### src/cbt_pkg.sv
// cbt_pkg: shared constants, types and state codes for the CAN bit timing calculator
// no dependencies; used by the interfaces, the divider, the segment unit and the top level
`timescale 1ns / 1ps

package cbt_pkg;

    // field widths
    localparam int RATE_W = 20;
    localparam int BRP_W  = 7;
    localparam int TQ_W   = 5;
    localparam int SEG_W  = 4;
    localparam int BYTE_W = 8;

    // divider widths: long runs cover the full quotient, short runs the search range
    localparam int Q_W    = 22;
    localparam int SQ_W   = 11;
    localparam int CNT_W  = 5;
    localparam int STEP_W = 4;

    // half the 8 MHz oscillator, in prescaled quanta per second
    localparam logic [Q_W-1:0] OSC_HALF_HZ = Q_W'(8 * 1000 * 1000 / 2);

    localparam logic [TQ_W-1:0]   TQ_MIN       = TQ_W'(5);
    localparam logic [TQ_W-1:0]   TQ_MAX       = TQ_W'(25);
    localparam logic [BRP_W-1:0]  BRP_MAX      = BRP_W'(64);
    localparam logic [STEP_W-1:0] SEARCH_STEPS = STEP_W'(10);
    localparam logic [STEP_W-1:0] STEP_LAST    = STEP_W'(10 - 1);
    localparam logic [SEG_W-1:0]  SEG_MAX      = SEG_W'(8);
    localparam logic [SEG_W-1:0]  PS2_MIN      = SEG_W'(2);
    localparam logic [1:0]        SJW_M1       = 2'(1 - 1);

    // above this quanta count the prescaler saturates and the quanta count is 25
    localparam logic [Q_W-1:0] BRP_SAT_Q = Q_W'(64 * 25 - 25);

    // reciprocal of 25: floor(x / 25) = (x * 1311) >> 15 for any x below 2048
    localparam logic [SQ_W-1:0] BRP_RECIP    = SQ_W'(1311);
    localparam int              BRP_RECIP_SH = 15;

    // sequencer states
    typedef enum logic [3:0] {
        S_IDLE,
        S_QDIV,
        S_QWAIT,
        S_BRPDIV,
        S_TQDIV,
        S_TQWAIT,
        S_CDIV,
        S_CWAIT,
        S_SEG
    } cbt_state_t;

    // divider control from the sequencer
    typedef struct packed {
        logic start;
        logic short_op;
    } cbt_div_ctl_t;

    // one result word
    typedef struct packed {
        logic [BRP_W-1:0]  prescaler;
        logic [TQ_W-1:0]   quanta_per_bit;
        logic [SEG_W-1:0]  prop_segment;
        logic [SEG_W-1:0]  phase_one;
        logic [SEG_W-1:0]  phase_two;
        logic [BYTE_W-1:0] cnf1_byte;
        logic [BYTE_W-1:0] cnf2_byte;
        logic [BYTE_W-1:0] cnf3_byte;
    } cbt_res_t;

endpackage

### src/cbt_chan_if.sv
// cbt_req_if / cbt_res_if: valid/ready channels for bitrate requests and timing results
// depends on cbt_pkg for the field widths
`timescale 1ns / 1ps

interface cbt_req_if;
    import cbt_pkg::*;

    logic              valid;
    logic              ready;
    logic [RATE_W-1:0] bitrate;

    modport source (output valid, output bitrate, input ready);
    modport sink (input valid, input bitrate, output ready);
endinterface

interface cbt_res_if;
    import cbt_pkg::*;

    logic              valid;
    logic              ready;
    logic [BRP_W-1:0]  prescaler;
    logic [TQ_W-1:0]   quanta_per_bit;
    logic [SEG_W-1:0]  prop_segment;
    logic [SEG_W-1:0]  phase_one;
    logic [SEG_W-1:0]  phase_two;
    logic [BYTE_W-1:0] cnf1_byte;
    logic [BYTE_W-1:0] cnf2_byte;
    logic [BYTE_W-1:0] cnf3_byte;

    modport source (
        output valid, output prescaler, output quanta_per_bit, output prop_segment,
        output phase_one, output phase_two, output cnf1_byte, output cnf2_byte,
        output cnf3_byte, input ready
    );
    modport sink (
        input valid, input prescaler, input quanta_per_bit, input prop_segment,
        input phase_one, input phase_two, input cnf1_byte, input cnf2_byte,
        input cnf3_byte, output ready
    );
endinterface

### src/cbt_div.sv
// cbt_div: shared restoring divider, one quotient bit per cycle
// long runs yield a 22-bit quotient, short runs (dividend below 2048) an 11-bit one; depends on cbt_pkg
`timescale 1ns / 1ps

module cbt_div (
    input  logic                         clk,
    input  logic                         rst_n,
    input  cbt_pkg::cbt_div_ctl_t        ctl,
    input  logic [cbt_pkg::Q_W-1:0]      dividend,
    input  logic [cbt_pkg::RATE_W-1:0]   divisor,
    output logic                         done,
    output logic [cbt_pkg::Q_W-1:0]      quotient
);
    import cbt_pkg::*;

    logic [Q_W-1:0]    shreg_reg, shreg_next;
    logic [RATE_W-1:0] rem_reg, rem_next;
    logic [RATE_W-1:0] dvs_reg, dvs_next;
    logic [CNT_W-1:0]  cnt_reg, cnt_next;
    logic              busy_reg, busy_next;
    logic              done_reg, done_next;
    logic [RATE_W:0]   trial;
    logic              take;

    // one restoring step: shift in the next dividend bit, subtract if it fits
    always_comb
    begin
        shreg_next = shreg_reg;
        rem_next   = rem_reg;
        dvs_next   = dvs_reg;
        cnt_next   = cnt_reg;
        busy_next  = busy_reg;
        done_next  = 1'b0;
        trial      = {rem_reg, shreg_reg[Q_W-1]};
        take       = (trial >= {1'b0, dvs_reg});

        if (ctl.start)
        begin
            // short runs left-align the low bits so the quotient lands in the low bits
            shreg_next = ctl.short_op ? {dividend[SQ_W-1:0], {(Q_W-SQ_W){1'b0}}} : dividend;
            rem_next   = '0;
            dvs_next   = divisor;
            cnt_next   = ctl.short_op ? CNT_W'(SQ_W) : CNT_W'(Q_W);
            busy_next  = 1'b1;
        end
        else if (busy_reg)
        begin
            rem_next   = take ? RATE_W'(trial - {1'b0, dvs_reg}) : trial[RATE_W-1:0];
            shreg_next = {shreg_reg[Q_W-2:0], take};
            cnt_next   = cnt_reg - CNT_W'(1);
            if (cnt_reg == CNT_W'(1))
            begin
                busy_next = 1'b0;
                done_next = 1'b1;
            end
        end
    end

    // control state
    always_ff @(posedge clk or negedge rst_n)
    begin
        if (!rst_n)
        begin
            cnt_reg  <= '0;
            busy_reg <= 1'b0;
            done_reg <= 1'b0;
        end
        else
        begin
            cnt_reg  <= cnt_next;
            busy_reg <= busy_next;
            done_reg <= done_next;
        end
    end

    // datapath
    always_ff @(posedge clk)
    begin
        shreg_reg <= shreg_next;
        rem_reg   <= rem_next;
        dvs_reg   <= dvs_next;
    end

    assign done     = done_reg;
    assign quotient = shreg_reg;

    // a new division only starts on an idle unit
    a_start_idle: assert property (@(posedge clk) disable iff (!rst_n)
        ctl.start |-> !busy_reg)
        else $error("divider started while busy");

    // every run ends with a done pulse
    a_end_done: assert property (@(posedge clk) disable iff (!rst_n)
        $fell(busy_reg) |-> done_reg)
        else $error("divider stopped without done");

    // done lasts one cycle
    a_done_pulse: assert property (@(posedge clk) disable iff (!rst_n)
        done_reg |=> !done_reg)
        else $error("divider done held");

endmodule

### src/cbt_seg.sv
// cbt_seg: splits the chosen quanta count into segments and packs the three timing bytes
// combinational; depends on cbt_pkg
`timescale 1ns / 1ps

module cbt_seg (
    input  logic [cbt_pkg::BRP_W-1:0] brp,
    input  logic [cbt_pkg::TQ_W-1:0]  tq,
    output cbt_pkg::cbt_res_t         res
);
    import cbt_pkg::*;

    logic [TQ_W-1:0]  ps2_raw;
    logic [SEG_W-1:0] ps2;
    logic [TQ_W-1:0]  ps1_raw;
    logic [SEG_W-1:0] ps1;
    logic [TQ_W-1:0]  sum;
    logic [TQ_W-1:0]  prop_raw;
    logic [SEG_W-1:0] prop;
    logic [BRP_W-1:0] brp_m1;
    logic [SEG_W-1:0] ps1_m1;
    logic [SEG_W-1:0] ps2_m1;
    logic [SEG_W-1:0] prop_m1;

    always_comb
    begin
        // phase 2 gets half the bit after sync, clamped to 2..8
        ps2_raw = TQ_W'(tq - TQ_W'(1)) >> 1;
        if (ps2_raw < TQ_W'(PS2_MIN))
            ps2 = PS2_MIN;
        else if (ps2_raw > TQ_W'(SEG_MAX))
            ps2 = SEG_MAX;
        else
            ps2 = ps2_raw[SEG_W-1:0];

        // phase 1 gets half of the rest, clamped to 1..8
        ps1_raw = TQ_W'(tq - TQ_W'(ps2)) >> 1;
        if (ps1_raw < TQ_W'(1))
            ps1 = SEG_W'(1);
        else if (ps1_raw > TQ_W'(SEG_MAX))
            ps1 = SEG_MAX;
        else
            ps1 = ps1_raw[SEG_W-1:0];

        // propagation takes what is left, at least one quantum
        sum      = TQ_W'(1) + TQ_W'(ps1) + TQ_W'(ps2);
        prop_raw = (tq > sum) ? TQ_W'(tq - sum) : TQ_W'(1);
        prop     = (prop_raw > TQ_W'(SEG_MAX)) ? SEG_MAX : prop_raw[SEG_W-1:0];

        // register fields hold value minus one
        brp_m1  = brp - BRP_W'(1);
        ps1_m1  = ps1 - SEG_W'(1);
        ps2_m1  = ps2 - SEG_W'(1);
        prop_m1 = prop - SEG_W'(1);

        res.prescaler      = brp;
        res.quanta_per_bit = tq;
        res.prop_segment   = prop;
        res.phase_one      = ps1;
        res.phase_two      = ps2;
        res.cnf1_byte      = {SJW_M1, brp_m1[5:0]};
        res.cnf2_byte      = {2'b11, ps1_m1[2:0], prop_m1[2:0]};
        res.cnf3_byte      = {5'b00000, ps2_m1[2:0]};
    end

endmodule

### src/can_bit_timing_calc_unit.sv
// can_bit_timing_calc_unit: turns a requested CAN bitrate into bit timing for an 8 MHz clock
// depends on cbt_pkg, cbt_req_if / cbt_res_if, cbt_div and cbt_seg
//
// usage
//   req channel carries one word, the requested bitrate in bits per second (0 acts as 1).
//   res channel returns one word per request: prescaler, quanta per bit, the three
//   segment lengths and the three controller timing bytes (SJW fixed at 1).
//   a word is taken when valid and ready are high at a rising edge of clk.
// sequencing
//   one request is worked at a time; req.ready is high only while the sequencer idles.
//   divisions by a variable go through one restoring divider, one quotient bit per cycle:
//   first the quanta count, then the base prescaler (not divided but a reciprocal multiply
//   by 1/25), then the base quanta count and each of up to nine search candidates in turn.
//   when the prescaler saturates, the base prescaler, base quanta count and search are
//   skipped and the saturated pair goes straight to packing.
// reset and stalls
//   rst_n clears the sequencer and the result valid flag; no pass over storage is needed.
//   the result sits in an output register until taken, and a new request is accepted
//   meanwhile; a finished result waits in the last step if the previous one is still held.
`timescale 1ns / 1ps

module can_bit_timing_calc_unit (
    input  logic       clk,
    input  logic       rst_n,
    cbt_req_if.sink    req,
    cbt_res_if.source  res
);
    import cbt_pkg::*;

    cbt_state_t        state_reg, state_next;
    logic [RATE_W-1:0] rate_reg, rate_next;
    logic [Q_W-1:0]    q_reg, q_next;
    logic [BRP_W-1:0]  brp_reg, brp_next;
    logic [BRP_W-1:0]  cb_reg, cb_next;
    logic [STEP_W-1:0] step_reg, step_next;
    logic [BRP_W-1:0]  best_brp_reg, best_brp_next;
    logic [TQ_W-1:0]   best_tq_reg, best_tq_next;
    logic [SQ_W-1:0]   diff_reg, diff_next;
    cbt_res_t          res_reg, res_next;
    logic              res_valid_reg, res_valid_next;

    cbt_div_ctl_t      div_ctl;
    logic [Q_W-1:0]    div_dividend;
    logic [RATE_W-1:0] div_divisor;
    logic              div_done;
    logic [Q_W-1:0]    div_quot;

    cbt_res_t          seg_res;

    logic [Q_W-1:0]    q_calc;
    logic [SQ_W-1:0]   ct;
    logic [TQ_W-1:0]   tq_c;
    logic [11:0]       prod_a;
    logic [SQ_W-1:0]   diff_a;
    logic [17:0]       prod_c;
    logic [SQ_W-1:0]   cd;
    logic [SQ_W-1:0]   diff_min;
    logic [SQ_W-1:0]   brp_sum;
    logic [Q_W-1:0]    brp_prod;
    logic              res_free;

    // shared divider
    cbt_div u_div (
        .clk      (clk),
        .rst_n    (rst_n),
        .ctl      (div_ctl),
        .dividend (div_dividend),
        .divisor  (div_divisor),
        .done     (div_done),
        .quotient (div_quot)
    );

    // segment split and byte packing of the chosen pair
    cbt_seg u_seg (
        .brp (best_brp_reg),
        .tq  (best_tq_reg),
        .res (seg_res)
    );

    assign res_free = !res_valid_reg || res.ready;

    // quotient decoding and the small products of the search
    always_comb
    begin
        q_calc = (div_quot == '0) ? Q_W'(1) : div_quot;
        ct     = div_quot[SQ_W-1:0] + SQ_W'(1);
        if (ct < SQ_W'(TQ_MIN))
            tq_c = TQ_MIN;
        else if (ct > SQ_W'(TQ_MAX))
            tq_c = TQ_MAX;
        else
            tq_c = ct[TQ_W-1:0];
        prod_a   = 12'(tq_c) * 12'(brp_reg);
        diff_a   = SQ_W'(prod_a - 12'(q_reg[SQ_W-1:0]));
        prod_c   = 18'(cb_reg) * 18'(ct);
        cd       = SQ_W'(prod_c - 18'(q_reg[SQ_W-1:0]));
        diff_min = (cd < diff_reg) ? cd : diff_reg;
        // base prescaler (q + 24) / 25, q is below 1576 on this path
        brp_sum  = q_reg[SQ_W-1:0] + SQ_W'(TQ_MAX - TQ_W'(1));
        brp_prod = Q_W'(brp_sum) * Q_W'(BRP_RECIP);
    end

    // sequencer: next state, divider commands and register updates
    always_comb
    begin
        state_next     = state_reg;
        rate_next      = rate_reg;
        q_next         = q_reg;
        brp_next       = brp_reg;
        cb_next        = cb_reg;
        step_next      = step_reg;
        best_brp_next  = best_brp_reg;
        best_tq_next   = best_tq_reg;
        diff_next      = diff_reg;
        res_next       = res_reg;
        res_valid_next = res_valid_reg;
        div_ctl        = '0;
        div_dividend   = q_reg - Q_W'(1);
        div_divisor    = RATE_W'(cb_reg);
        req.ready      = 1'b0;

        if (res_valid_reg && res.ready)
            res_valid_next = 1'b0;

        case (state_reg)
            S_IDLE:
            begin
                req.ready = 1'b1;
                if (req.valid)
                begin
                    rate_next  = (req.bitrate == '0) ? RATE_W'(1) : req.bitrate;
                    state_next = S_QDIV;
                end
            end
            S_QDIV:
            begin
                div_ctl.start = 1'b1;
                div_dividend  = OSC_HALF_HZ;
                div_divisor   = rate_reg;
                state_next    = S_QWAIT;
            end
            S_QWAIT:
            begin
                if (div_done)
                begin
                    q_next = q_calc;
                    if (q_calc > BRP_SAT_Q)
                    begin
                        // prescaler saturates, quanta count saturates, no search
                        best_brp_next = BRP_MAX;
                        best_tq_next  = TQ_MAX;
                        state_next    = S_SEG;
                    end
                    else
                    begin
                        state_next = S_BRPDIV;
                    end
                end
            end
            S_BRPDIV:
            begin
                // base prescaler, rounded up, by reciprocal multiply
                brp_next   = brp_prod[BRP_RECIP_SH +: BRP_W];
                state_next = S_TQDIV;
            end
            S_TQDIV:
            begin
                div_ctl.start    = 1'b1;
                div_ctl.short_op = 1'b1;
                div_divisor      = RATE_W'(brp_reg);
                state_next       = S_TQWAIT;
            end
            S_TQWAIT:
            begin
                if (div_done)
                begin
                    best_brp_next = brp_reg;
                    best_tq_next  = tq_c;
                    diff_next     = diff_a;
                    step_next     = STEP_W'(1);
                    cb_next       = brp_reg + BRP_W'(1);
                    if (brp_reg < BRP_MAX && diff_a != '0)
                        state_next = S_CDIV;
                    else
                        state_next = S_SEG;
                end
            end
            S_CDIV:
            begin
                if (cb_reg > BRP_MAX)
                begin
                    state_next = S_SEG;
                end
                else
                begin
                    div_ctl.start    = 1'b1;
                    div_ctl.short_op = 1'b1;
                    state_next       = S_CWAIT;
                end
            end
            S_CWAIT:
            begin
                if (div_done)
                begin
                    if (ct < SQ_W'(TQ_MIN))
                    begin
                        // candidate would need too few quanta
                        state_next = S_SEG;
                    end
                    else
                    begin
                        if (cd < diff_reg)
                        begin
                            best_brp_next = cb_reg;
                            best_tq_next  = ct[TQ_W-1:0];
                        end
                        diff_next = diff_min;
                        if (diff_min == '0 || step_reg == STEP_LAST)
                        begin
                            state_next = S_SEG;
                        end
                        else
                        begin
                            step_next  = step_reg + STEP_W'(1);
                            cb_next    = cb_reg + BRP_W'(1);
                            state_next = S_CDIV;
                        end
                    end
                end
            end
            S_SEG:
            begin
                if (res_free)
                begin
                    res_next       = seg_res;
                    res_valid_next = 1'b1;
                    state_next     = S_IDLE;
                end
            end
            default:
            begin
                state_next = S_IDLE;
            end
        endcase
    end

    // control state
    always_ff @(posedge clk or negedge rst_n)
    begin
        if (!rst_n)
        begin
            state_reg     <= S_IDLE;
            res_valid_reg <= 1'b0;
        end
        else
        begin
            state_reg     <= state_next;
            res_valid_reg <= res_valid_next;
        end
    end

    // datapath registers
    always_ff @(posedge clk)
    begin
        rate_reg     <= rate_next;
        q_reg        <= q_next;
        brp_reg      <= brp_next;
        cb_reg       <= cb_next;
        step_reg     <= step_next;
        best_brp_reg <= best_brp_next;
        best_tq_reg  <= best_tq_next;
        diff_reg     <= diff_next;
        res_reg      <= res_next;
    end

    // result word
    assign res.valid          = res_valid_reg;
    assign res.prescaler      = res_reg.prescaler;
    assign res.quanta_per_bit = res_reg.quanta_per_bit;
    assign res.prop_segment   = res_reg.prop_segment;
    assign res.phase_one      = res_reg.phase_one;
    assign res.phase_two      = res_reg.phase_two;
    assign res.cnf1_byte      = res_reg.cnf1_byte;
    assign res.cnf2_byte      = res_reg.cnf2_byte;
    assign res.cnf3_byte      = res_reg.cnf3_byte;

    // a finished word with a free output register is posted next cycle
    a_seg_posts: assert property (@(posedge clk) disable iff (!rst_n)
        (state_reg == S_SEG && !res_valid_reg) |=> (res_valid_reg && state_reg == S_IDLE))
        else $error("finished word not posted");

    // search step stays within the candidate window
    a_step_range: assert property (@(posedge clk) disable iff (!rst_n)
        (state_reg == S_CWAIT) |-> (step_reg >= STEP_W'(1) && step_reg < SEARCH_STEPS))
        else $error("search step out of range");

    // the chosen quanta count is in range when the word is packed
    a_tq_range: assert property (@(posedge clk) disable iff (!rst_n)
        (state_reg == S_SEG) |-> (best_tq_reg >= TQ_MIN && best_tq_reg <= TQ_MAX))
        else $error("quanta count out of range");

endmodule

### src/flat_wrapper.sv
// flat-port wrapper written by rule: the top's interface ports become plain ports
module can_bit_timing_calc_unit_flat import cbt_pkg::*;
  (clk, rst_n, req_valid, req_bitrate, req_ready, res_valid, res_prescaler, res_quanta_per_bit, res_prop_segment, res_phase_one, res_phase_two, res_cnf1_byte, res_cnf2_byte, res_cnf3_byte, res_ready);
  cbt_req_if req_i ();
  cbt_res_if res_i ();
  input  logic clk;
  input  logic rst_n;
  input wire logic [$bits(req_i.valid)-1:0] req_valid;
  input wire logic [$bits(req_i.bitrate)-1:0] req_bitrate;
  output wire logic [$bits(req_i.ready)-1:0] req_ready;
  output wire logic [$bits(res_i.valid)-1:0] res_valid;
  output wire logic [$bits(res_i.prescaler)-1:0] res_prescaler;
  output wire logic [$bits(res_i.quanta_per_bit)-1:0] res_quanta_per_bit;
  output wire logic [$bits(res_i.prop_segment)-1:0] res_prop_segment;
  output wire logic [$bits(res_i.phase_one)-1:0] res_phase_one;
  output wire logic [$bits(res_i.phase_two)-1:0] res_phase_two;
  output wire logic [$bits(res_i.cnf1_byte)-1:0] res_cnf1_byte;
  output wire logic [$bits(res_i.cnf2_byte)-1:0] res_cnf2_byte;
  output wire logic [$bits(res_i.cnf3_byte)-1:0] res_cnf3_byte;
  input wire logic [$bits(res_i.ready)-1:0] res_ready;
  assign req_i.valid = req_valid;
  assign req_i.bitrate = req_bitrate;
  assign req_ready = req_i.ready;
  assign res_valid = res_i.valid;
  assign res_prescaler = res_i.prescaler;
  assign res_quanta_per_bit = res_i.quanta_per_bit;
  assign res_prop_segment = res_i.prop_segment;
  assign res_phase_one = res_i.phase_one;
  assign res_phase_two = res_i.phase_two;
  assign res_cnf1_byte = res_i.cnf1_byte;
  assign res_cnf2_byte = res_i.cnf2_byte;
  assign res_cnf3_byte = res_i.cnf3_byte;
  assign res_i.ready = res_ready;
  can_bit_timing_calc_unit u_core (.clk(clk), .rst_n(rst_n), .req(req_i), .res(res_i));
endmodule
### config.mk
export PLATFORM = sky130hd
export DESIGN_NAME = can_bit_timing_calc_unit_flat
export DESIGN_NICKNAME = d
export VERILOG_FILES = /design/src/cbt_pkg.sv /design/src/cbt_chan_if.sv /design/src/cbt_div.sv /design/src/cbt_seg.sv /design/src/can_bit_timing_calc_unit.sv /design/src/flat_wrapper.sv
export SDC_FILE = /design/constraint.sdc
export NUM_CORES = 1
export LEC_CHECK = 0
export ABC_AREA = 1
export BUFFER_PORTS_ARGS = -buffer_cell sky130_fd_sc_hd__buf_2
export CAP_MARGIN = 25
export CORE_UTILIZATION = 60
export DETAILED_ROUTE_END_ITERATION = 10
export HOLD_SLACK_MARGIN = 0.15
export MAX_ROUTING_LAYER = met4
export PLACE_DENSITY = 0.77
export SLEW_MARGIN = 20
export SYNTH_ARGS = -nofsm -noshare
export SYNTH_HDL_FRONTEND = slang
export SYNTH_HIERARCHICAL = 1
export SYNTH_SLANG_ARGS = --single-unit
### constraint.sdc
create_clock -name clk -period 18.8 [get_ports clk]
set_input_delay 5.64 -clock clk [delete_from_list [all_inputs] [get_ports clk]]
set_output_delay 5.64 -clock clk [all_outputs]
set_load 0.02 [all_outputs]
==> impl_metrics.py, run 1 <==
metrics = {
    "drt": {
        "detailedRoute.firstPassIterationCount": 6,
        "post-route-drc-count": 0,
        "wire_length_per_cell_um": 15.69,
        "routed_wirelength_um": 40640,
        "wl_met1_um": 17810,
        "top_layer_used": "met4",
        "antenna_violating_nets_post_route": 0,
        "routed-wl-met2_um": 19470,
        "first_iter_violations": 1056,
        "met3_wirelength_um": 2461,
        "drt-vias-per-instance": 5.361,
        "via_count": 13890,
    },
    "critical_path": {
        "cp_data_arrival_time_ns": 7.99,
        "worst_path_max_delay_cell": "sky130_fd_sc_hd__edfxtp_1",
        "critPathLaunchType": "register",
        "crit_path_max_fanout": 19,
        "wp_data_required_ns": 18.95,
        "critical_path.most_common_cell": "sky130_fd_sc_hd__nand2_1",
        "setup.worst_path.end_class": "register",
        "critPathKind": "register to register",
        "depth_of_the_worst_register_to_register_path": 36,
        "crit_path_max_incr_delay_ns": 0.56,
    },
    "grt": {
        "number_of_antenna_violations_at_the_first_check_in_global_routing": 0,
        "grt.overflow.total": 0,
        "first_pass_grt_wire_length_um": 66950,
        "grtUsageTotal": 0.2791,
        "pin_count_of_the_biggest_net_entering_global_routing": 49,
        "grt_pass1_vias": 13660,
    },
    "status": {
        "status": "finished clean",
    },
    "yosys": {
        "edff_count_synth": 173,
        "post_synthesis_cell_type_with_the_largest_combined_area": "sky130_fd_sc_hd__edfxtp_1",
        "synth_sequential_area_ratio": 0.3250,
        "synth_area_per_cell_um2": 8.375,
        "synth_top_cells_by_area": "sky130_fd_sc_hd__edfxtp_1, sky130_fd_sc_hd__ha_1, sky130_fd_sc_hd__fa_1",
        "ys_async_sr_fraction": 0.05854,
        "synth_top_area_share": 0.2864,
        "synth.yosys.warnings": 6,
        "syn-cell-area_um2": 18140,
        "yosys.cell_types.count": 64,
        "synth-seq-cells": 205,
        "yosys_most_used_dff": "sky130_fd_sc_hd__edfxtp_1",
        "netlist_instances": 2166,
    },
    "placed_design": {
        "place.gp.congestion": 0.9565,
        "dp_cells": 2547,
        "place_hpwl_um": 31970,
        "buffer_ports.inserted": 73,
    },
    "timing": {
        "period_minus_slack_ns": 7.835,
        "tightest_slew_ns": 0.9910,
        "finalMaxSlewViolations": 0,
        "timing.setup.tns_ns": 0,
        "final_hold_viol_count": 0,
        "grt_setup_unrepaired": "false",
        "fin_crit_sh": 0.4167,
        "setup_viol_count_final": 0,
        "worst_hold_slack_ns": 0.4190,
        "slew-limit-headroom": 0.3369,
        "fin_worst_skew_ns": 0.02563,
        "clock.fmax_mhz": 127.6,
    },
    "clock_network": {
        "cts-resized-gates": 0,
        "post_cts.repair.setup_buffers": 0,
        "clock_insertion_delay_worst_skew_ns": 0.53,
        "cts.root.buffer_cell": "sky130_fd_sc_hd__clkbuf_16",
        "clockBufferDepth": 3,
        "cts_hold_buffers": 0,
        "clock_sink_count": 205,
        "clk_pin_slew_ns": 0.06,
        "h-tree-depth": 1,
        "clock_tree_from_tritoncts": "yes",
        "cts_inserted_buffers": 23,
    },
    "cells_and_area": {
        "share_of_final_layout_standard_cells_stronger_than_drive_strength_1": 0.1004,
        "commonest_non_fill_non_tap_cells_in_the_layout": "sky130_fd_sc_hd__inv_1, sky130_fd_sc_hd__nand2_1, sky130_fd_sc_hd__ha_1",
        "nets": 2484,
        "final_common_cell": "sky130_fd_sc_hd__inv_1",
        "diodes": 0,
        "finalNonFillerCells": 2591,
        "areaGrowthSynthToFinish_pct": 6.525,
    },
    "worst_hold_path": {
        "timing.hold.worst.class": "register to register",
        "worst_hold_path_stage_count": 0,
    },
    "floorplanning": {
        "core.rowCount": 63,
        "design.core.area_um2": 29720,
        "die-width_um": 175.9,
        "die_span_y_um": 175.9,
        "start_util": 0.6104,
        "io_pins": 74,
        "floorplan.die_area_um2": 30930,
    },
    "run": {
        "max_cap_violations": 0,
    },
}
[through the flow]
| step | setup WS (ns) | utilization | area (um2) |
|---|---|---|---|
| 2_1_floorplan | 10.64 | - | 18170 |
| 3_3_place_gp | 11.30 | 0.6234 | 18530 |
| 3_5_place_dp | 11.10 | 0.6234 | 18530 |
| 4_1_cts | 11.04 | 0.6494 | 19300 |
| 5_1_grt | 10.37 | 0.6502 | 19320 |
| 6_report | 10.97 | 0.6502 | 19320 |
[layer usage]
metal  global-route usage  vias to the layer above
met5                    -                        -
met1               0.3655                     6525
met3              0.02944                       66
li1                     -                     6851
met2               0.4636                      448
met4              0.07065                        0
[cells by family after synthesis]
group / after synthesis / share of synthesized area
buffers and inverters: 592 / 0.1346
adder cells (fa/ha/maj): 276 / 0.2322
XOR/XNOR: 63 / 0.03083
other: 2 / 0.0004140
AND/OR/NAND/NOR: 825 / 0.2122
AO/OA/AOI/OAI: 203 / 0.06484
flip-flops: 205 / 0.3250
[layout make-up]
| type | instances | area (um2) |
|---|---|---|
| Timing Repair Buffer | 83 | 447.9 |
| Inverter | 495 | 1873 |
| Multi-Input combinational cell | 1376 | 9848 |
| Clock buffer | 35 | 671.9 |
| Fill cell | 2466 | 10390 |
| Tap cell | 390 | 488.0 |
| Sequential cell | 205 | 5896 |
| Clock inverter | 7 | 98.84 |
[cells in the mapped netlist, drive strengths merged (2+ instances only)]
master,n
nor4,12
o21a,3
a21oi,69
clkbuf,58
nor3,20
edfxtp,173
conb,2
o221ai,12
clkinv,6
nand4,27
a31oi,6
o21bai,5
inv,488
xnor2,24
fa,101
dfrtp,12
buf,38
or2,2
nand3b,12
nand2,441
o211ai,14
ha,175
nand3,139
o21ai,81
o22ai,3
nor2,170
a21o,4
dfxtp,20
xor2,39
[final timing paths]
path | startpoint | endpoint | slack (ns)
setup / recovery | u_core/u_div/quotient[0] | u_core/cb_reg[5] | 10.97
hold / removal | u_core/best_brp_reg[6] | u_core/res.prescaler[6] | 0.42
setup reg to reg | u_core/u_div/quotient[0] | u_core/cb_reg[5] | 10.97
hold reg to reg | u_core/best_brp_reg[6] | u_core/res.prescaler[6] | 0.42
max in group asynchronous | rst_n | u_core/res.valid | 13.52
min in group asynchronous | rst_n | u_core/u_div/done | 5.01
[worst max-delay path: cells and delay by family, from the launching register on]
kind | cells | cell delay (ns)
compound gates | 7 | 1.03
buf+inv | 7 | 0.82
simple gates | 15 | 2.05
flops | 1 | 0.56
fa+ha+maj | 7 | 2.98
Power of run 1 is not shown: default switching activity piles up to over one toggle a cycle in this logic, so the estimate is an artifact.
==> inputs of run 2 (changes only) <==
- CORE_UTILIZATION: 60 -> 58
- PLACE_DENSITY: 0.77 -> 0.78
- clock period: 18.8 -> 7.2 ns (I/O delays scaled with it)
==> run 2 against run 1 <==
Utilization fell by 1.3 points. Count of clock-buffer cells in the layout unchanged. Global-route usage shrank 0.64 points. Via count increased by 1.6%. Cell area up 1.1%. Register-to-register slack got worse by 11 ns. Sequential share of layout area is 0.33 points lower.
==> impl_metrics.py, run 2 (synthesis gave the netlist of run 1 again) <==
metrics = {
    "clock_network": {
        "cts_hold_buffers": 0,
        "h-tree-depth": 1,
        "clockBufferDepth": 3,
        "cts_inserted_buffers": 23,
        "clock_tree_from_tritoncts": "yes",
        "clk_pin_slew_ns": 0.06,
        "clock_insertion_delay_worst_skew_ns": 0.54,
        "clock_sink_count": 205,
        "cts.root.buffer_cell": "sky130_fd_sc_hd__clkbuf_16",
    },
    "critical_path": {
        "wp_data_required_ns": 7.49,
        "critical_path.most_common_cell": "sky130_fd_sc_hd__nand2_1",
        "cp_data_arrival_time_ns": 7.16,
        "crit_path_max_fanout": 11,
        "worst_path_max_delay_cell": "sky130_fd_sc_hd__fa_1",
        "critPathLaunchType": "register",
        "setup.worst_path.end_class": "register",
        "crit_path_max_incr_delay_ns": 0.57,
        "critPathKind": "register to register",
    },
    "cells_and_area": {
        "final_common_cell": "sky130_fd_sc_hd__inv_1",
        "commonest_non_fill_non_tap_cells_in_the_layout": "sky130_fd_sc_hd__inv_1, sky130_fd_sc_hd__nand2_1, sky130_fd_sc_hd__ha_1, sky130_fd_sc_hd__edfxtp_1, sky130_fd_sc_hd__nor2_1",
        "nets": 2509,
        "area_of_combinational_cells_with_multiple_inputs_um2": 9943,
        "areaGrowthSynthToFinish_pct": 7.697,
        "share_of_final_layout_standard_cells_stronger_than_drive_strength_1": 0.1146,
        "layout.core_utilization": 0.6370,
        "layout.area.seq_um2": 5896,
        "diodes": 0,
        "nFillCells": 2560,
    },
    "floorplanning": {
        "die_span_y_um": 178.9,
        "start_util": 0.5915,
        "core.rowCount": 64,
        "die-width_um": 178.9,
        "floorplan.die_area_um2": 31990,
        "design.core.area_um2": 30670,
        "io_pins": 74,
    },
    "drt": {
        "wire_length_per_cell_um": 15.85,
        "antenna_violating_nets_post_route": 0,
        "routed_wirelength_um": 41550,
        "drt-vias-per-instance": 5.384,
        "post-route-drc-count": 0,
        "detailedRoute.firstPassIterationCount": 5,
        "via_count": 14120,
        "first_iter_violations": 1060,
    },
    "timing": {
        "finalMaxSlewViolations": 0,
        "clock.fmax_mhz": 145.5,
        "final_hold_viol_count": 0,
        "fin_crit_sh": 0.9544,
        "tightest_slew_ns": 0.9236,
        "worst_hold_slack_ns": 0.4270,
        "period_minus_slack_ns": 6.871,
        "slew-limit-headroom": 0.3820,
        "timing.setup.tns_ns": 0,
        "fin_worst_skew_ns": 0.01050,
        "setup_viol_count_final": 0,
        "timing.final.ws_setup_ns": 0.3285,
    },
    "worst_hold_path": {
        "timing.hold.worst.class": "register to register",
    },
    "grt": {
        "grt_pass1_vias": 13880,
        "first_pass_grt_wire_length_um": 67410,
        "grtUsageTotal": 0.2727,
        "grt.overflow.total": 0,
        "number_of_antenna_violations_at_the_first_check_in_global_routing": 0,
        "pin_count_of_the_biggest_net_entering_global_routing": 49,
    },
    "placed_design": {
        "place_hpwl_um": 32470,
        "buffer_ports.inserted": 73,
        "place.gp.congestion": 0.9558,
        "pre_cts_ws_ns": -0.04254,
    },
    "run": {
        "max_cap_violations": 0,
    },
    "status": {
        "status": "finished clean",
    },
}
## run 2: changes by cell type in the layout (fill, tap and decap cells not counted), sizes merged
cell | before | now
clkinvlp | 1 | 3
bufinv | 3 | 1
nand3 | 139 | 141
buf | 83 | 106
## run 2: per-stage QoR
stage	area (um2)	std cells
5_1_grt	19540	2622
3_3_place_gp	18680	2573
6_report	19540	2622
2_1_floorplan	18170	2173
4_1_cts	19400	2615
3_5_place_dp	18680	2573
## run 2: per-layer routing
metal	share of wire	global-route usage	vias to the layer above
met5	0	-	-
met4	0.025	0.07239	0
met3	0.054	0.02757	73
met2	0.49	0.4632	471
met1	0.43	0.3473	6674
li1	-	-	6898
## run 2: area by class of cell
cell class,instances,share of cell area
Clock inverter,7,0.002818
Tap cell,396,0.02536
Multi-Input combinational cell,1378,0.5090
Timing Repair Buffer,106,0.03138
Inverter,495,0.09588
Clock buffer,35,0.03382
Sequential cell,205,0.3018
## run 2: repair_timing
| item | in CTS | in global routing |
|---|---|---|
| hold endpoints to repair | 0 | 0 |
| pin swaps | 0 | 4 |
| endpoints found under the setup margin | 11 | 14 |
| gates cloned | 0 | 2 |
| setup buffers | 0 | 4 |
| gates resized for setup | 1 | 19 |
## run 2: worst max-delay path, delay by kind of cell, from the launching register on
family | cells | cell delay [ns]
DFF | 1 | 0.39
AOI/OAI and AO/OA | 4 | 0.49
adders and majority gates | 7 | 3.04
buffers and inverters | 7 | 0.41
and+or+nand+nor | 21 | 2.28
## run 2: path summary, 6_finish.rpt
check                                    startpoint                      end  slack [ns]  cells past startpoint
max in group asynchronous                     rst_n      u_core/state_reg[1]        5.48                      1
max                        u_core/u_div/quotient[0]       u_core/step_reg[1]        0.33                     39
min                          u_core/best_brp_reg[6]  u_core/res.prescaler[6]        0.43                      0
max reg2reg                u_core/u_div/quotient[0]       u_core/step_reg[1]        0.33                     39
min reg2reg                  u_core/best_brp_reg[6]  u_core/res.prescaler[6]        0.43                      0
min in group asynchronous                     rst_n  u_core/u_div/cnt_reg[2]        1.50                      1
Power of run 2 is left out for the same reason.
==> inputs of run 3 (changes only) <==
- CORE_UTILIZATION: 58 -> 40
- PLACE_DENSITY: 0.78 -> 0.57
==> run 3 against run 2 <==
First-iteration DRC count shrank 27%. Final cell count grew 7.5%. Via count shrank 3.6%. Utilization shrank 19 points. Non-clock buffer count grew 2. Critical path type unchanged.
==> impl_metrics.py, run 3 (synthesis gave the netlist of run 1 again) <==
metrics = {
    "drt": {
        "antenna_violating_nets_post_route": 0,
        "routed_wirelength_um": 41820,
        "detailedRoute.firstPassIterationCount": 5,
        "via_count": 13610,
        "first_iter_violations": 775,
        "drt-vias-per-instance": 4.828,
        "wire_length_per_cell_um": 14.83,
        "post-route-drc-count": 0,
    },
    "clock_network": {
        "clock_tree_from_tritoncts": "yes",
        "cts_inserted_buffers": 23,
        "h-tree-depth": 1,
        "clockBufferDepth": 3,
        "clock_insertion_delay_worst_skew_ns": 0.53,
        "clock_sink_count": 205,
        "clk_pin_slew_ns": 0.07,
        "cts.root.buffer_cell": "sky130_fd_sc_hd__clkbuf_16",
    },
    "run": {
        "max_cap_violations": 0,
    },
    "floorplanning": {
        "design.core.area_um2": 44510,
        "core.rowCount": 77,
        "die_span_y_um": 215.0,
        "io_pins": 74,
        "start_util": 0.4075,
        "die-width_um": 215.0,
        "floorplan.die_area_um2": 46210,
    },
    "placed_design": {
        "dp_cells": 2772,
        "place.gp.congestion": 0.9208,
        "place_hpwl_um": 33490,
        "buffer_ports.inserted": 73,
    },
    "grt": {
        "pin_count_of_the_biggest_net_entering_global_routing": 49,
        "grtUsageTotal": 0.1878,
        "grt.overflow.total": 0,
        "number_of_antenna_violations_at_the_first_check_in_global_routing": 0,
        "first_pass_grt_wire_length_um": 67910,
        "grt_pass1_vias": 13220,
    },
    "timing": {
        "slew-limit-headroom": 0.3319,
        "final_hold_viol_count": 0,
        "finalMaxSlewViolations": 0,
        "tightest_slew_ns": 0.9985,
        "fin_crit_sh": 0.9435,
        "period_minus_slack_ns": 6.793,
        "setup_viol_count_final": 0,
        "clock.fmax_mhz": 147.2,
        "fin_worst_skew_ns": 0.01814,
    },
    "critical_path": {
        "crit_path_max_fanout": 11,
        "critical_path.reg2reg.startpoint": "u_core/u_div/quotient[1]",
        "cp_data_arrival_time_ns": 7.06,
        "wp_data_required_ns": 7.47,
        "worst_path_max_delay_cell": "sky130_fd_sc_hd__fa_1",
        "setup.reg_to_reg.worst_slack_ns": 0.41,
        "critPathKind": "register to register",
        "crit_path_start": "u_core/u_div/quotient[1]",
        "critPathLaunchType": "register",
        "critical_path.most_common_cell": "sky130_fd_sc_hd__nand2_1",
        "setup.worst_path.end_class": "register",
        "crit_path_max_incr_delay_ns": 0.55,
    },
    "cells_and_area": {
        "nets": 2511,
        "finalNonFillerCells": 2819,
        "diodes": 0,
        "commonest_non_fill_non_tap_cells_in_the_layout": "sky130_fd_sc_hd__inv_1, sky130_fd_sc_hd__nand2_1, sky130_fd_sc_hd__ha_1, sky130_fd_sc_hd__edfxtp_1, sky130_fd_sc_hd__nor2_1",
        "final_common_cell": "sky130_fd_sc_hd__inv_1",
        "share_of_final_layout_standard_cells_stronger_than_drive_strength_1": 0.1163,
        "areaGrowthSynthToFinish_pct": 9.277,
    },
    "status": {
        "status": "finished clean",
    },
    "worst_hold_path": {
        "hp-start": "u_core/best_brp_reg[6]",
        "timing.hold.worst.class": "register to register",
    },
}
## run 3: changes by cell type in the layout (fill, tap and decap cells not counted), moves of 2 or more
cell                         previous run  this run
sky130_fd_sc_hd__bufinv_16              0         3
sky130_fd_sc_hd__clkbuf_1               8         6
sky130_fd_sc_hd__clkbuf_8               4         0
sky130_fd_sc_hd__clkinv_4               0         3
sky130_fd_sc_hd__clkinvlp_4             3         1
sky130_fd_sc_hd__ha_2                   0         2
sky130_fd_sc_hd__ha_4                   2         0
sky130_fd_sc_hd__inv_6                  0         2
## run 3: layout make-up
type | count | area (um2)
fillers | 4420 | 24690
multi-input cells | 1378 | 9927
flip-flops and latches | 205 | 5896
inverters | 495 | 1873
well taps | 592 | 740.7
repair buffers | 108 | 631.9
clock buffers | 29 | 598.1
clock inverters | 12 | 156.4
## run 3: timing repair
item	CTS	global route
endpoints found under the setup margin	11	14
resized for setup	1	18
gates cloned	0	2
pin swaps	0	3
hold buffers	0	0
buffers inserted	0	2
## run 3: per-layer routing
| metal | vias to the layer above | share of wire | global-route usage |
|---|---|---|---|
| met5 | - | 0 | - |
| met4 | 0 | 0.023 | 0.04857 |
| met3 | 54 | 0.065 | 0.03510 |
| met2 | 307 | 0.46 | 0.3026 |
| met1 | 6347 | 0.45 | 0.2421 |
| li1 | 6902 | - | - |
## run 3: worst max-delay path, delay by kind of cell, from the launching register on
kind	cells	cell delay [ns]
adder cells (fa/ha/maj)	7	2.92
AND/OR/NAND/NOR	18	1.77
AO/OA/AOI/OAI	6	0.89
buffers and inverters	8	0.54
flip-flops	1	0.41
## run 3: metrics by stage
stage / TNS (ns) / cell area, um2 / hold WS [ns] / util / worst slack [ns]
6_report: 0 / 19820 / 0.4242 / 0.4454 / 0.4070
5_1_grt: -0.09870 / 19820 / 0.4417 / 0.4454 / -0.01761
4_1_cts: 0 / 19710 / 0.4272 / 0.4428 / 0.01189
3_5_place_dp: -0.4522 / 18950 / 0.4089 / 0.4258 / -0.04143
3_3_place_gp: 0 / 18950 / 0.4118 / 0.4258 / 0.1210
2_1_floorplan: 0 / 18170 / 0.4415 / - / 0.5466
## run 3: path summary, 6_finish.rpt
| path | endpoint | depth (start not counted) |
|---|---|---|
| max | u_core/cb_reg[1] | 39 |
| max in group asynchronous | u_core/u_div/done | 1 |
| min | u_core/res.prescaler[6] | 0 |
| min in group asynchronous | u_core/state_reg[0] | 1 |
| min reg2reg | u_core/res.prescaler[6] | 0 |
| max reg2reg | u_core/cb_reg[1] | 39 |
Power of run 3 is left out for the same reason.
